[src/rtl/led_ring_clock_keeper_top_assert.svh]
// Assertion macros shared by the clock keeper modules.
// Each use expects clk and rst_n in the including module's scope.
`ifndef LED_RING_CLOCK_KEEPER_TOP_ASSERT_SVH
`define LED_RING_CLOCK_KEEPER_TOP_ASSERT_SVH

// Condition must hold at every clock edge out of reset.
`define LRCK_ASSERT_ALWAYS(label, cond, msg) \
    label: assert property (@(posedge clk) disable iff (!rst_n) (cond)) else $error(msg);

// Consequence must hold in the same cycle as the antecedent.
`define LRCK_ASSERT_SAME(label, ante, cons, msg) \
    label: assert property (@(posedge clk) disable iff (!rst_n) (ante) |-> (cons)) \
        else $error(msg);

// Consequence must hold in the cycle after the antecedent.
`define LRCK_ASSERT_NEXT(label, ante, cons, msg) \
    label: assert property (@(posedge clk) disable iff (!rst_n) (ante) |=> (cons)) \
        else $error(msg);

`endif

[src/rtl/lrck_pkg.sv]
// Types and constants shared by the LED ring clock keeper.
// No dependencies.
package lrck_pkg;

    typedef enum logic [1:0] {
        MODE_TICK   = 2'd0,
        MODE_BYTE   = 2'd1,
        MODE_RENDER = 2'd2,
        MODE_NONE   = 2'd3
    } mode_t;

    // Configuration register indexes
    typedef enum logic [2:0] {
        REG_SEC_RED   = 3'd0,
        REG_MIN_BLUE  = 3'd1,
        REG_HOUR_GRN  = 3'd2,
        REG_BLINK     = 3'd3,
        REG_MARKER    = 3'd4
    } reg_index_t;

    localparam int unsigned RING_SIZE   = 60;
    localparam logic [5:0]  LED_LAST    = 6'd59;
    localparam logic [5:0]  SEC_LAST    = 6'd59;
    localparam logic [5:0]  MIN_LAST    = 6'd59;
    localparam logic [4:0]  HOUR_LAST   = 5'd23;
    localparam int unsigned LINE_KEEP   = 6;
    localparam int unsigned QUEUE_DEPTH = 2;

    localparam logic [7:0] ASCII_CR   = 8'd13;
    localparam logic [7:0] ASCII_LF   = 8'd10;
    localparam logic [7:0] ASCII_ZERO = 8'd48;
    localparam logic [7:0] ASCII_NINE = 8'd57;

    localparam logic [7:0] RESET_RED   = 8'd3;
    localparam logic [7:0] RESET_BLUE  = 8'd3;
    localparam logic [7:0] RESET_GREEN = 8'd2;
    localparam logic       RESET_BLINK  = 1'b1;
    localparam logic       RESET_MARKER = 1'b1;

    // Time captured for one render request
    typedef struct packed {
        logic [5:0] sec;
        logic [5:0] min;
        logic [5:0] hour_pos;
    } snap_t;

    typedef struct packed {
        logic [7:0] red;
        logic [7:0] blue;
        logic [7:0] green;
        logic       blink;
        logic       marker;
    } cfg_t;

    function automatic logic is_digit(input logic [7:0] b);
        return (b >= ASCII_ZERO) && (b <= ASCII_NINE);
    endfunction

    // Two ASCII digits to a value 0..99; only the low nibbles matter
    function automatic logic [6:0] two_digit(input logic [7:0] hi, input logic [7:0] lo);
        return {hi[3:0], 3'b000} + {2'b00, hi[3:0], 1'b0} + {3'b000, lo[3:0]};
    endfunction

endpackage

[src/rtl/lrck_queue.sv]
// Short queue of render snapshots between front and render stage.
// Depends on lrck_pkg.
module lrck_queue
(
    input  logic          clk,
    input  logic          rst_n,
    input  logic          push,
    input  lrck_pkg::snap_t push_data,
    output logic          full,
    input  logic          pop,
    output logic          not_empty,
    output lrck_pkg::snap_t head
);

    localparam int unsigned DEPTH = lrck_pkg::QUEUE_DEPTH;
    localparam int unsigned PTR_W = (DEPTH > 1) ? $clog2(DEPTH) : 1;
    localparam int unsigned CNT_W = $clog2(DEPTH + 1);

    lrck_pkg::snap_t slot_reg [DEPTH];
    logic [PTR_W-1:0] wr_ptr_reg, wr_ptr_next;
    logic [PTR_W-1:0] rd_ptr_reg, rd_ptr_next;
    logic [CNT_W-1:0] count_reg, count_next;
    logic do_push, do_pop;

    assign full      = (count_reg == CNT_W'(DEPTH));
    assign not_empty = (count_reg != '0);
    assign head      = slot_reg[rd_ptr_reg];
    assign do_push   = push && !full;
    assign do_pop    = pop && not_empty;

    always_comb
    begin
        wr_ptr_next = wr_ptr_reg;
        rd_ptr_next = rd_ptr_reg;
        count_next  = count_reg;
        if (do_push)
        begin
            wr_ptr_next = (wr_ptr_reg == PTR_W'(DEPTH - 1)) ? '0 : wr_ptr_reg + 1'b1;
        end
        if (do_pop)
        begin
            rd_ptr_next = (rd_ptr_reg == PTR_W'(DEPTH - 1)) ? '0 : rd_ptr_reg + 1'b1;
        end
        if (do_push && !do_pop)
        begin
            count_next = count_reg + 1'b1;
        end
        else if (do_pop && !do_push)
        begin
            count_next = count_reg - 1'b1;
        end
    end

    always_ff @(posedge clk or negedge rst_n)
    begin
        if (!rst_n)
        begin
            wr_ptr_reg <= '0;
            rd_ptr_reg <= '0;
            count_reg  <= '0;
        end
        else
        begin
            wr_ptr_reg <= wr_ptr_next;
            rd_ptr_reg <= rd_ptr_next;
            count_reg  <= count_next;
        end
    end

    always_ff @(posedge clk)
    begin
        if (do_push)
        begin
            slot_reg[wr_ptr_reg] <= push_data;
        end
    end

endmodule

[src/rtl/lrck_front.sv]
// Front end: accepts words, keeps the time, parses serial lines, queues renders.
// Depends on lrck_pkg and the assertion macro header.
`include "led_ring_clock_keeper_top_assert.svh"

module lrck_front
#(
    parameter int unsigned LINE_DEPTH = 16
)
(
    input  logic            clk,
    input  logic            rst_n,
    input  logic            in_valid,
    output logic            in_ready,
    input  logic [1:0]      in_mode,
    input  logic [7:0]      in_byte,
    output logic            push,
    output lrck_pkg::snap_t push_data,
    input  logic            queue_full
);

    localparam logic [4:0] LEN_MAX  = 5'(LINE_DEPTH);
    localparam logic [4:0] LEN_KEEP = 5'(lrck_pkg::LINE_KEEP);

    logic [5:0] sec_reg, sec_next;
    logic [5:0] min_reg, min_next;
    logic [4:0] hour_reg, hour_next;
    logic [4:0] line_len_reg, line_len_next;
    logic [7:0] line_digits_reg [lrck_pkg::LINE_KEEP];

    lrck_pkg::mode_t mode;
    logic accept, is_term, store_byte;
    logic digits_ok, line_ok;
    logic [6:0] sec_val, min_val, hour_val;
    logic [6:0] hour_x5;
    logic [11:0] min_x43;
    logic [6:0] pos_sum;

    assign mode     = lrck_pkg::mode_t'(in_mode);
    assign in_ready = !queue_full;
    assign accept   = in_valid && in_ready;
    assign push     = accept && (mode == lrck_pkg::MODE_RENDER);
    assign is_term  = (in_byte == lrck_pkg::ASCII_CR) || (in_byte == lrck_pkg::ASCII_LF);
    assign store_byte = accept && (mode == lrck_pkg::MODE_BYTE) && !is_term
                        && (line_len_reg < LEN_KEEP);

    // Hour hand position: (5*h + m/12) mod 60, m/12 as (m*43) >> 9
    assign hour_x5 = {hour_reg, 2'b00} + {2'b00, hour_reg};
    assign min_x43 = min_reg * 6'd43;
    assign pos_sum = hour_x5 + {4'b0000, min_x43[11:9]};

    always_comb
    begin
        push_data.sec = sec_reg;
        push_data.min = min_reg;
        push_data.hour_pos = (pos_sum >= 7'd60) ? 6'(pos_sum - 7'd60) : pos_sum[5:0];
    end

    always_comb
    begin
        digits_ok = 1'b1;
        for (int i = 0; i < lrck_pkg::LINE_KEEP; i++)
        begin
            digits_ok = digits_ok && lrck_pkg::is_digit(line_digits_reg[i]);
        end
        sec_val  = lrck_pkg::two_digit(line_digits_reg[0], line_digits_reg[1]);
        min_val  = lrck_pkg::two_digit(line_digits_reg[2], line_digits_reg[3]);
        hour_val = lrck_pkg::two_digit(line_digits_reg[4], line_digits_reg[5]);
        line_ok  = (line_len_reg == LEN_KEEP) && digits_ok
                   && (sec_val < 7'd60) && (min_val < 7'd60) && (hour_val < 7'd24);
    end

    always_comb
    begin
        sec_next      = sec_reg;
        min_next      = min_reg;
        hour_next     = hour_reg;
        line_len_next = line_len_reg;
        if (accept)
        begin
            case (mode)
                lrck_pkg::MODE_TICK:
                begin
                    if (sec_reg == lrck_pkg::SEC_LAST)
                    begin
                        sec_next = '0;
                        if (min_reg == lrck_pkg::MIN_LAST)
                        begin
                            min_next  = '0;
                            hour_next = (hour_reg == lrck_pkg::HOUR_LAST) ? '0
                                                                           : hour_reg + 1'b1;
                        end
                        else
                        begin
                            min_next = min_reg + 1'b1;
                        end
                    end
                    else
                    begin
                        sec_next = sec_reg + 1'b1;
                    end
                end
                lrck_pkg::MODE_BYTE:
                begin
                    if (is_term)
                    begin
                        line_len_next = '0;
                        if (line_ok)
                        begin
                            sec_next  = sec_val[5:0];
                            min_next  = min_val[5:0];
                            hour_next = hour_val[4:0];
                        end
                    end
                    else if (line_len_reg < LEN_MAX)
                    begin
                        line_len_next = line_len_reg + 1'b1;
                    end
                end
                default:
                begin
                end
            endcase
        end
    end

    always_ff @(posedge clk or negedge rst_n)
    begin
        if (!rst_n)
        begin
            sec_reg      <= '0;
            min_reg      <= '0;
            hour_reg     <= '0;
            line_len_reg <= '0;
        end
        else
        begin
            sec_reg      <= sec_next;
            min_reg      <= min_next;
            hour_reg     <= hour_next;
            line_len_reg <= line_len_next;
        end
    end

    always_ff @(posedge clk)
    begin
        if (store_byte)
        begin
            line_digits_reg[line_len_reg[2:0]] <= in_byte;
        end
    end

    `LRCK_ASSERT_ALWAYS(a_line_len_sat, line_len_reg <= LEN_MAX, "line length past saturation")
    `LRCK_ASSERT_ALWAYS(a_time_range,
        (sec_reg <= lrck_pkg::SEC_LAST) && (min_reg <= lrck_pkg::MIN_LAST)
        && (hour_reg <= lrck_pkg::HOUR_LAST), "time out of range")
    `LRCK_ASSERT_NEXT(a_term_clears,
        accept && (mode == lrck_pkg::MODE_BYTE) && is_term, line_len_reg == '0,
        "line not cleared after terminator")

endmodule

[src/rtl/lrck_render.sv]
// Render stage: walks one queued snapshot over the 60 LEDs, one word a cycle unless the output stalls.
// Depends on lrck_pkg and the assertion macro header.
`include "led_ring_clock_keeper_top_assert.svh"

module lrck_render
(
    input  logic            clk,
    input  logic            rst_n,
    input  lrck_pkg::cfg_t  cfg,
    input  logic            snap_valid,
    input  lrck_pkg::snap_t snap,
    output logic            snap_pop,
    output logic            out_valid,
    input  logic            out_ready,
    output logic [5:0]      out_index,
    output logic [7:0]      out_green,
    output logic [7:0]      out_red,
    output logic [7:0]      out_blue,
    output logic            out_last
);

    logic [5:0] led_cnt_reg, led_cnt_next;
    logic       valid_reg, valid_next;
    logic [5:0] index_reg;
    logic [7:0] green_reg, red_reg, blue_reg;
    logic       last_reg;

    logic load, at_last;
    logic hit_sec, hit_min, hit_hour, marker_on;
    logic [7:0] red_c, green_c, blue_c;

    assign load     = snap_valid && (!valid_reg || out_ready);
    assign at_last  = (led_cnt_reg == lrck_pkg::LED_LAST);
    assign snap_pop = load && at_last;

    always_comb
    begin
        hit_sec  = (led_cnt_reg == snap.sec);
        hit_min  = (led_cnt_reg == snap.min) && (!cfg.blink || snap.sec[0]);
        hit_hour = (led_cnt_reg == snap.hour_pos);
        red_c    = hit_sec  ? cfg.red   : 8'd0;
        blue_c   = hit_min  ? cfg.blue  : 8'd0;
        green_c  = hit_hour ? cfg.green : 8'd0;
        // Light a dark LED 0 with all three levels as the twelve o'clock mark
        marker_on = cfg.marker && (led_cnt_reg == '0)
                    && (red_c == 8'd0) && (green_c == 8'd0) && (blue_c == 8'd0);
        if (marker_on)
        begin
            red_c   = cfg.red;
            green_c = cfg.green;
            blue_c  = cfg.blue;
        end
    end

    always_comb
    begin
        led_cnt_next = led_cnt_reg;
        valid_next   = valid_reg;
        if (load)
        begin
            led_cnt_next = at_last ? '0 : led_cnt_reg + 1'b1;
            valid_next   = 1'b1;
        end
        else if (out_ready)
        begin
            valid_next = 1'b0;
        end
    end

    always_ff @(posedge clk or negedge rst_n)
    begin
        if (!rst_n)
        begin
            led_cnt_reg <= '0;
            valid_reg   <= 1'b0;
        end
        else
        begin
            led_cnt_reg <= led_cnt_next;
            valid_reg   <= valid_next;
        end
    end

    always_ff @(posedge clk)
    begin
        if (load)
        begin
            index_reg <= led_cnt_reg;
            green_reg <= green_c;
            red_reg   <= red_c;
            blue_reg  <= blue_c;
            last_reg  <= at_last;
        end
    end

    assign out_valid = valid_reg;
    assign out_index = index_reg;
    assign out_green = green_reg;
    assign out_red   = red_reg;
    assign out_blue  = blue_reg;
    assign out_last  = last_reg;

    `LRCK_ASSERT_ALWAYS(a_cnt_range, led_cnt_reg <= lrck_pkg::LED_LAST, "LED counter past ring")
    `LRCK_ASSERT_SAME(a_last_index, valid_reg && last_reg,
        index_reg == lrck_pkg::LED_LAST, "frame end on wrong LED")
    `LRCK_ASSERT_NEXT(a_frame_contiguous, valid_reg && out_ready && !last_reg, valid_reg,
        "gap inside a frame")

endmodule

[src/rtl/led_ring_clock_keeper_top.sv]
// LED ring clock keeper, top level: configuration registers, front end, queue, render.
// Ticks and serial bytes take effect at the accepting edge and give no output.
// A render request yields 60 words, the first registered through the queue and the output
// register, then one a cycle while m_tready is high; the render counter sets the rate.
// Asynchronous active-low reset returns the time to 0:0:0 and the levels to defaults.
module led_ring_clock_keeper_top
#(
    parameter int unsigned LINE_DEPTH = 16
)
(
    input  logic        clk,
    input  logic        rst_n,
    input  logic        s_tvalid,
    output logic        s_tready,
    input  logic [7:0]  s_tdata,   // [7:0] byte_value
    input  logic [1:0]  s_tuser,   // [1:0] mode
    output logic        m_tvalid,
    input  logic        m_tready,
    output logic [31:0] m_tdata,   // [5:0] led_index, [13:6] green, [21:14] red,
                                   // [29:22] blue, [31:30] zero
    output logic        m_tlast,   // last_led
    input  logic        cfg_we,
    input  logic [2:0]  cfg_index,
    input  logic [7:0]  cfg_data
);

    lrck_pkg::cfg_t cfg_reg;
    lrck_pkg::snap_t push_data, head;
    logic push, queue_full, not_empty, pop;
    logic [5:0] led_index;
    logic [7:0] green, red, blue;

    always_ff @(posedge clk or negedge rst_n)
    begin
        if (!rst_n)
        begin
            cfg_reg.red    <= lrck_pkg::RESET_RED;
            cfg_reg.blue   <= lrck_pkg::RESET_BLUE;
            cfg_reg.green  <= lrck_pkg::RESET_GREEN;
            cfg_reg.blink  <= lrck_pkg::RESET_BLINK;
            cfg_reg.marker <= lrck_pkg::RESET_MARKER;
        end
        else if (cfg_we)
        begin
            case (lrck_pkg::reg_index_t'(cfg_index))
                lrck_pkg::REG_SEC_RED:  cfg_reg.red    <= cfg_data;
                lrck_pkg::REG_MIN_BLUE: cfg_reg.blue   <= cfg_data;
                lrck_pkg::REG_HOUR_GRN: cfg_reg.green  <= cfg_data;
                lrck_pkg::REG_BLINK:    cfg_reg.blink  <= cfg_data[0];
                lrck_pkg::REG_MARKER:   cfg_reg.marker <= cfg_data[0];
                default:
                begin
                end
            endcase
        end
    end

    lrck_front #(
        .LINE_DEPTH (LINE_DEPTH)
    ) u_front (
        .clk        (clk),
        .rst_n      (rst_n),
        .in_valid   (s_tvalid),
        .in_ready   (s_tready),
        .in_mode    (s_tuser),
        .in_byte    (s_tdata),
        .push       (push),
        .push_data  (push_data),
        .queue_full (queue_full)
    );

    lrck_queue u_queue (
        .clk       (clk),
        .rst_n     (rst_n),
        .push      (push),
        .push_data (push_data),
        .full      (queue_full),
        .pop       (pop),
        .not_empty (not_empty),
        .head      (head)
    );

    lrck_render u_render (
        .clk        (clk),
        .rst_n      (rst_n),
        .cfg        (cfg_reg),
        .snap_valid (not_empty),
        .snap       (head),
        .snap_pop   (pop),
        .out_valid  (m_tvalid),
        .out_ready  (m_tready),
        .out_index  (led_index),
        .out_green  (green),
        .out_red    (red),
        .out_blue   (blue),
        .out_last   (m_tlast)
    );

    assign m_tdata = {2'b00, blue, red, green, led_index};

endmodule

[config.mk]
export PLATFORM = sky130hd
export DESIGN_NAME = led_ring_clock_keeper_top
export DESIGN_NICKNAME = d
export VERILOG_FILES = /design/src/rtl/lrck_pkg.sv /design/src/rtl/lrck_queue.sv /design/src/rtl/lrck_front.sv /design/src/rtl/lrck_render.sv /design/src/rtl/led_ring_clock_keeper_top.sv
export VERILOG_INCLUDE_DIRS = /design/src /design/src/rtl
export SDC_FILE = /design/constraint.sdc
export NUM_CORES = 1
export LEC_CHECK = 0
export BUFFER_PORTS_ARGS = -buffer_cell sky130_fd_sc_hd__buf_2
export CAP_MARGIN = 20
export CORE_UTILIZATION = 59
export CTS_BUF_LIST = sky130_fd_sc_hd__clkbuf_8 sky130_fd_sc_hd__clkbuf_16
export DETAILED_ROUTE_END_ITERATION = 8
export PLACE_DENSITY = 0.75
export SETUP_SLACK_MARGIN = 0.15
export SLEW_MARGIN = 30
export SYNTH_ARGS = -nofsm -noshare
export SYNTH_HDL_FRONTEND = slang
export SYNTH_SLANG_ARGS = --single-unit
[constraint.sdc]
create_clock -name clk -period 10.9 [get_ports clk]
set_clock_uncertainty 0.05 [all_clocks]
set_input_delay 2.18 -clock clk [delete_from_list [all_inputs] [get_ports clk]]
set_output_delay 2.18 -clock clk [all_outputs]
set_load 0.05 [all_outputs]
==> out/metrics.csv, run 1 <==
stage;metric;value;unit
setup_path;WP data required;11.03;ns
timing;Sum Neg Setup Slack;0;ns
timing;Final setup viols;0;
placed_design;DP Area;9630;µm²
job;Max Cap Viol;0;
setup_path;critical path arrival;5.95;ns
grt;gr ovfl total;0;
setup_path;Buf/Inv on CP;2;
grt;pin count of the biggest net entering global routing;60;
clock_network;CTS tree;built;
clock_network;Worst-Skew Late Latency;0.43;ns
floorplan;IO Pins;61;
detailed_routing;vias per cell;6.13;
clock_network;Num CTS Buffers;17;
synthesis;asr flop ratio synth;0.339;
synthesis;Synth Warn #;0;
synthesis;top-count cell post-synth;edfxtp_1;
grt;number of global-route vias before repair;6049;
synthesis;synthesized area;9150;µm²
setup_path;Reg-to-Reg Start;u_front.min_reg[3];
setup_path;Critical Path Fanout Max;9;
floorplan;Core Rows;45;
synthesis;average size of a mapped cell;12.3;µm²
min_path;Hold WC Path Type;reg -> reg;
final_layout;max reg flops;48;
floorplan;die width;127;µm
clock_network;Sink Count;174;
setup_path;CP max-delay cell;or4b_2;
synthesis;cell taking the most area after synthesis;edfxtp_1;
detailed_routing;Starting DRT DRC Count;463;
final_layout;Ant. Diodes;0;
synthesis;top cells by count, synth;edfxtp_1 (115), ha_1 (65), dfrtp_1 (52);
setup_path;Top delay family on crit path;adder cells;
timing;worst slew pin tran;0.951;ns
synthesis;commonest register cell after synthesis;edfxtp_1;
placed_design;gpl congestion;0.866;
grt;initial antenna violation count;0;
synthesis;synth unique cells;71;
synthesis;Post-synth EDFFs;115;
final_layout;post-route cell area;10300;µm²
clock_network;number of setup buffers added after CTS;0;
detailed_routing;WL final;18.6;mm
synthesis;post-synthesis sequential area ratio;0.540;
floorplan;Die ar.;16000;µm²
detailed_routing;total number of vias;6132;
floorplan;Initial Utilization;0.604;
detailed_routing;antenna violation net count after detailed routing;0;
pwr;Max VDD drop;142;µV
floorplan;die height;127;µm
setup_path;critical path class;reg -> reg;
pwr;leak pwr;4.06;nW
clock_network;CTS max path bufs;2;
final_layout;fill count;1050;
grt;first-pass GRT wire length;29.9;mm
timing;Slew Limit Fails;0;
timing;final hold vios;0;
timing;Max Fclk;172;MHz
final_layout;share of layout cells above drive strength 1;0.180;
timing;crit share post-route;0.534;
status;status;finished clean;
final_layout;Nets;902;
clock_network;Hold-fix buffers, CTS;0;
timing;RSZ-0062 raised after global routing;no;
clock_network;CTS clk-pin slew, worst paths;0.07;ns
timing;headroom to the max-slew limit;0.366;
setup_path;CP Cell Sequence;ha_1 -> inv_1 -> fa_1 -> fa_1 -> inv_1 -> ha_1 -> o21ai_0 -> a22oi_1 -> a21o_1 -> a31o_2 -> a21oi_1 -> xnor2_1 -> fa_1 -> ha_1 -> a21o_1 -> a21oi_1 -> or4b_2 -> o2111ai_1 -> a31o_2 -> mux2_2;
min_path;min-delay src;u_queue.wr_ptr_reg;
pwr;Power Density;209;nW/µm²
detailed_routing;drt drc;0;
setup_path;slowest stage delay, CP;0.63;ns
synthesis;FF+latch count, synth;174;
detailed_routing;Routed WL per cell;18.6;µm
floorplan;core area;15100;µm²
final_layout;Synth-to-Final Area Change;12.1;%
synthesis;post-synth top area share;0.378;
timing;Final Critical Period;5.82;ns
setup_path;CP startpoint kind;flip-flop;
clock_network;Root Driver;clkbuf_16;
setup_path;crit path capture type;flip-flop;
clock_network;PostCTS Resize Cnt;0;
detailed_routing;drt pass-1 iters;6;
placed_design;DP Wirelength;13.4;mm
placed_design;I/O Buffers;58;
synthesis;largest cells by area after synthesis;edfxtp_1 (38%), dfrtp_1 (14%), ha_1 (8.9%);
grt;global-route usage over all layers;0.245;
setup_path;CP startpoint;u_front.min_reg[3];
clock_network;H-tree lvl count;4;
synthesis;Syn Inst Count;741;
path summary, 6_finish.rpt:
path	to	slack (ns)	cells past startpoint
setup / recovery	u_queue.slot_reg[1][3]	5.08	20
hold / removal	u_queue.wr_ptr_reg	0.46	1
setup reg to reg	u_queue.slot_reg[1][3]	5.08	20
hold reg to reg	u_queue.wr_ptr_reg	0.46	1
max in group asynchronous	u_queue.rd_ptr_reg	8.36	2
min in group asynchronous	u_render.led_cnt_reg[4]	1.86	2
logic make-up after synthesis:
| group | after synthesis | synth area share |
|---|---|---|
| AND/OR/NAND/NOR | 212 | 0.128 |
| other | 1 | 0.000410 |
| buffers and inverters | 67 | 0.0287 |
| adder cells (fa/ha/maj) | 77 | 0.115 |
| multiplexers | 49 | 0.0575 |
| flip-flops | 174 | 0.540 |
| AO/OA/AOI/OAI | 122 | 0.0930 |
| XOR/XNOR | 39 | 0.0373 |
where the power goes:
group	internal [W]	switching, W
sequential	0.000852	0.000116
combinational	0.000182	0.000364
clock	0.000364	0.000263
through the flow:
step	total power, W	setup slack (ns)	util	hold WS, ns	cells
2_1_floorplan	0.00138	5.40	-	0.373	742
3_3_place_gp	0.00150	5.17	0.636	0.428	968
3_5_place_dp	0.00152	5.10	0.636	0.451	968
4_1_cts	0.00215	5.07	0.676	0.461	1000
5_1_grt	0.00223	4.79	0.677	0.465	1000
6_report	0.00214	5.08	0.677	0.455	1000
final cells by class:
type	instances	area (µm²)	share of cell area
flip-flops and latches	174	4940	0.482
clock buffers	17	425	0.0415
inverters	39	146	0.0143
clock inverters	15	188	0.0183
repair buffers	66	350	0.0342
multi-input cells	501	3970	0.387
well taps	188	235	0.0229
routing by layer:
| metal | up-vias | global-route usage | wire, µm |
|---|---|---|---|
| met5 | - | 0 | 0 |
| met4 | 0 | 0.0999 | 425 |
| met3 | 36 | 0.0515 | 1010 |
| met2 | 210 | 0.427 | 9470 |
| met1 | 2991 | 0.298 | 7660 |
| li1 | 2895 | - | - |
placed cells by master (no fill, tap or decap), drive strengths merged, types with 6 or more instances in the layout:
cell type  count
edfxtp       115
buf           66
ha            65
dfrtp         52
nor2          43
inv           42
o21ai         32
nand2         31
xnor2         29
nor2b         29
mux2          28
a21oi         22
mux2i         21
nor4          19
nor3          18
clkbuf        17
nand3         14
fa            12
nand2b        11
xor2          10
nand4          9
a32oi          9
a21o           9
dfstp          7
or3            6
a211oi         6
Note: power is estimated with default switching activity, not from simulation.
==> run 2, diff against run 1 <==
Clock period 10.9 ns to 5.5 ns, I/O delays scaled along.
==> run 2 against run 1 <==
Compared with the run above:
- design area increased by 1.6%
- count of clock-buffer cells in the layout unchanged
- hold slack got worse by 0.013 ns
- critical endpoint unchanged
- largest cell class unchanged
- core utilization increased by 1.1 points
- power increased by 92%
- non-clock buffer count increased by 12
- maximum frequency increased by 10%
- wire length increased by 0.43%
- global-route usage about the same
- via count increased by 0.83%
- largest power group unchanged
- clock power increased by 75%
- die area unchanged
==> out/metrics.csv, run 2 (synthesis gave the netlist of run 1 again) <==
stage;metric;value;unit;change
job;Max Cap Viol;0;;unchanged
final_layout;max reg flops;48;;unchanged
clock_network;CTS max path bufs;2;;unchanged
timing;crit share post-route;0.961;;was 0.534
clock_network;Hold-fix buffers, CTS;0;;unchanged
clock_network;CTS tree;built;;unchanged
timing;Max Fclk;189;MHz;was 172 MHz
grt;gr ovfl total;0;;unchanged
final_layout;most common cell after layout, fill and taps aside;edfxtp_1;;unchanged
final_layout;Finished Layout Cells;1012;;was 1000
timing;Final setup viols;0;;unchanged
setup_path;Critical Path Fanout Max;3;;was 9
clock_network;Worst-Skew Late Latency;0.44;ns;was 0.43 ns
pwr;leak pwr;4.13;nW;was 4.06 nW
grt;pin count of the biggest net entering global routing;60;;unchanged
setup_path;WP data required;5.63;ns;was 11.03 ns
final_layout;fill count;1059;;was 1050
setup_path;critical path arrival;5.42;ns;was 5.95 ns
grt;first-pass GRT wire length;30.0;mm;was 29.9 mm
placed_design;I/O Buffers;58;;unchanged
timing;Slew Limit Fails;0;;unchanged
floorplan;die height;127;µm;unchanged
timing;worst slew pin tran;0.940;ns;was 0.951 ns
pwr;Max VDD drop;277;µV;was 142 µV
setup_path;CP max-delay cell;fa_1;;was or4b_2
detailed_routing;total number of vias;6183;;was 6132
timing;RSZ-0062 raised after global routing;yes;;was no
detailed_routing;WL final;18.6;mm;about the same
setup_path;critical path class;reg -> reg;;unchanged
detailed_routing;Routed WL per cell;18.4;µm;was 18.6 µm
floorplan;core area;15100;µm²;unchanged
setup_path;crit path capture type;flip-flop;;unchanged
setup_path;Buf/Inv on CP;4;;was 2
floorplan;Initial Utilization;0.604;;unchanged
detailed_routing;drt pass-1 iters;5;;was 6
clock_network;Num CTS Buffers;17;;unchanged
detailed_routing;vias per cell;6.11;;was 6.13
timing;final worst slack;0.216;ns;was 5.08 ns
detailed_routing;drt drc;0;;unchanged
setup_path;CP startpoint kind;flip-flop;;unchanged
grt;initial antenna violation count;0;;unchanged
clock_network;CTS clk-pin slew, worst paths;0.07;ns;about the same
floorplan;Core Rows;45;;unchanged
placed_design;DP Wirelength;13.3;mm;was 13.4 mm
placed_design;pre-CTS setup slack;0.0217;ns;was 5.10 ns
timing;final hold vios;0;;unchanged
min_path;Hold WC Path Type;reg -> reg;;unchanged
clock_network;H-tree lvl count;4;;unchanged
floorplan;die width;127;µm;unchanged
timing;Sum Neg Setup Slack;0;ns;unchanged
pwr;Power Density;395;nW/µm²;was 209 nW/µm²
final_layout;Ant. Diodes;0;;unchanged
setup_path;CP Cell Sequence;ha_4 -> inv_2 -> fa_1 -> fa_1 -> inv_1 -> ha_2 -> nor3_2 -> a22oi_1 -> a21o_1 -> a31o_2 -> a21oi_2 -> xnor2_2 -> fa_1 -> inv_1 -> fa_2 -> inv_2 -> ha_4 -> a21o_1 -> a31o_4 -> mux2_4;;was ha_1 -> inv_1 -> fa_1 -> fa_1 -> inv_1 -> ha_1 -> o21ai_0 -> a22oi_1 -> a21o_1 -> a31o_2 -> a21oi_1 -> xnor2_1 -> fa_1 -> ha_1 -> a21o_1 -> a21oi_1 -> or4b_2 -> o2111ai_1 -> a31o_2 -> mux2_2
setup_path;critical path's most frequent cell;fa_1;;
status;status;finished clean;;unchanged
final_layout;Nets;914;;was 902
grt;number of global-route vias before repair;5930;;was 6049
final_layout;share of layout cells above drive strength 1;0.209;;was 0.180
grt;global-route usage over all layers;0.245;;about the same
floorplan;Die ar.;16000;µm²;unchanged
timing;headroom to the max-slew limit;0.373;;was 0.366
final_layout;commonest cells after routing, fill and taps aside;edfxtp_1 (115), ha_1 (59), buf_2 (58);;was edfxtp_1 (115), ha_1 (65), buf_2 (58)
clock_network;Sink Count;174;;unchanged
detailed_routing;antenna violation net count after detailed routing;0;;unchanged
timing;Final Critical Period;5.28;ns;was 5.82 ns
placed_design;DP Cell Count;975;;was 968
detailed_routing;Starting DRT DRC Count;477;;was 463
setup_path;slowest stage delay, CP;0.57;ns;was 0.63 ns
clock_network;Root Driver;clkbuf_16;;unchanged
floorplan;IO Pins;61;;unchanged
final_layout;Synth-to-Final Area Change;13.9;%;was 12.1%
placed_design;gpl congestion;0.840;;was 0.866
setup_path;Top delay family on crit path;adder cells;;unchanged
==> run 2: through the flow <==
| stage | total power [W] | hold WS, ns | util | instance area [µm²] |
|---|---|---|---|---|
| 2_1_floorplan | 0.00273 | 0.373 | - | 9170 |
| 3_3_place_gp | 0.00298 | 0.426 | 0.640 | 9700 |
| 3_5_place_dp | 0.00302 | 0.427 | 0.641 | 9700 |
| 4_1_cts | 0.00412 | 0.442 | 0.681 | 10300 |
| 5_1_grt | 0.00430 | 0.469 | 0.688 | 10400 |
| 6_report | 0.00412 | 0.443 | 0.688 | 10400 |
==> run 2: where the power goes <==
group / switching (W) / internal, W / leakage, nW / total, W
registers: 0.000220 / 0.00169 / 1.78 / 0.00191
clock network: 0.000519 / 0.000583 / 0.267 / 0.00110
logic: 0.000733 / 0.000372 / 2.08 / 0.00111
==> run 2: worst reg2reg max path, cell delays in order, from the launching register on <==
cell	delay (ns)
dfrtp_2	0.43
ha_4	0.26
inv_2	0.03
fa_1	0.45
fa_1	0.49
inv_1	0.04
ha_2	0.17
nor3_2	0.18
a22oi_1	0.09
a21o_1	0.19
a31o_2	0.26
a21oi_2	0.18
xnor2_2	0.11
fa_1	0.57
inv_1	0.06
fa_2	0.56
inv_2	0.06
ha_4	0.15
a21o_1	0.18
a31o_4	0.22
mux2_4	0.30
==> run 2: worst paths after layout <==
path                                    start                 endpoint  slack [ns]  cells after the start
max                        u_front.min_reg[3]   u_queue.slot_reg[1][3]        0.22                     20
min                        u_queue.wr_ptr_reg       u_queue.wr_ptr_reg        0.44                      1
max reg2reg                u_front.min_reg[3]   u_queue.slot_reg[1][3]        0.22                     20
min reg2reg                u_queue.wr_ptr_reg       u_queue.wr_ptr_reg        0.44                      1
max in group asynchronous               rst_n       u_front.min_reg[3]        4.09                      2
min in group asynchronous               rst_n  u_render.led_cnt_reg[2]        0.76                      2
==> run 2: area by class of cell <==
type                    instances  area [µm²]  share of cell area
clock buffers                  17         425              0.0408
multi-input cells             501        4110               0.394
repair buffers                 78         448              0.0430
well taps                     188         235              0.0226
clock inverters                15         118              0.0113
inverters                      39         146              0.0141
flip-flops and latches        174        4940               0.474
==> run 2: metal layers <==
| metal | up-vias | global-route usage | wire (µm) |
|---|---|---|---|
| li1 | 2907 | - | - |
| met1 | 3020 | 0.319 | 7860 |
| met2 | 221 | 0.408 | 9280 |
| met3 | 35 | 0.0485 | 1060 |
| met4 | 0 | 0.0950 | 442 |
| met5 | - | 0 | 0 |
==> run 2: timing repair <==
| action | 4_1_cts | 5_1_grt |
|---|---|---|
| pin swaps | 11 | 22 |
| setup endpoints to repair | 2 | 8 |
| endpoints found under the hold margin | 0 | 0 |
| gates cloned | 0 | 0 |
| buffers inserted | 3 | 2 |
| gates resized for setup | 7 | 14 |
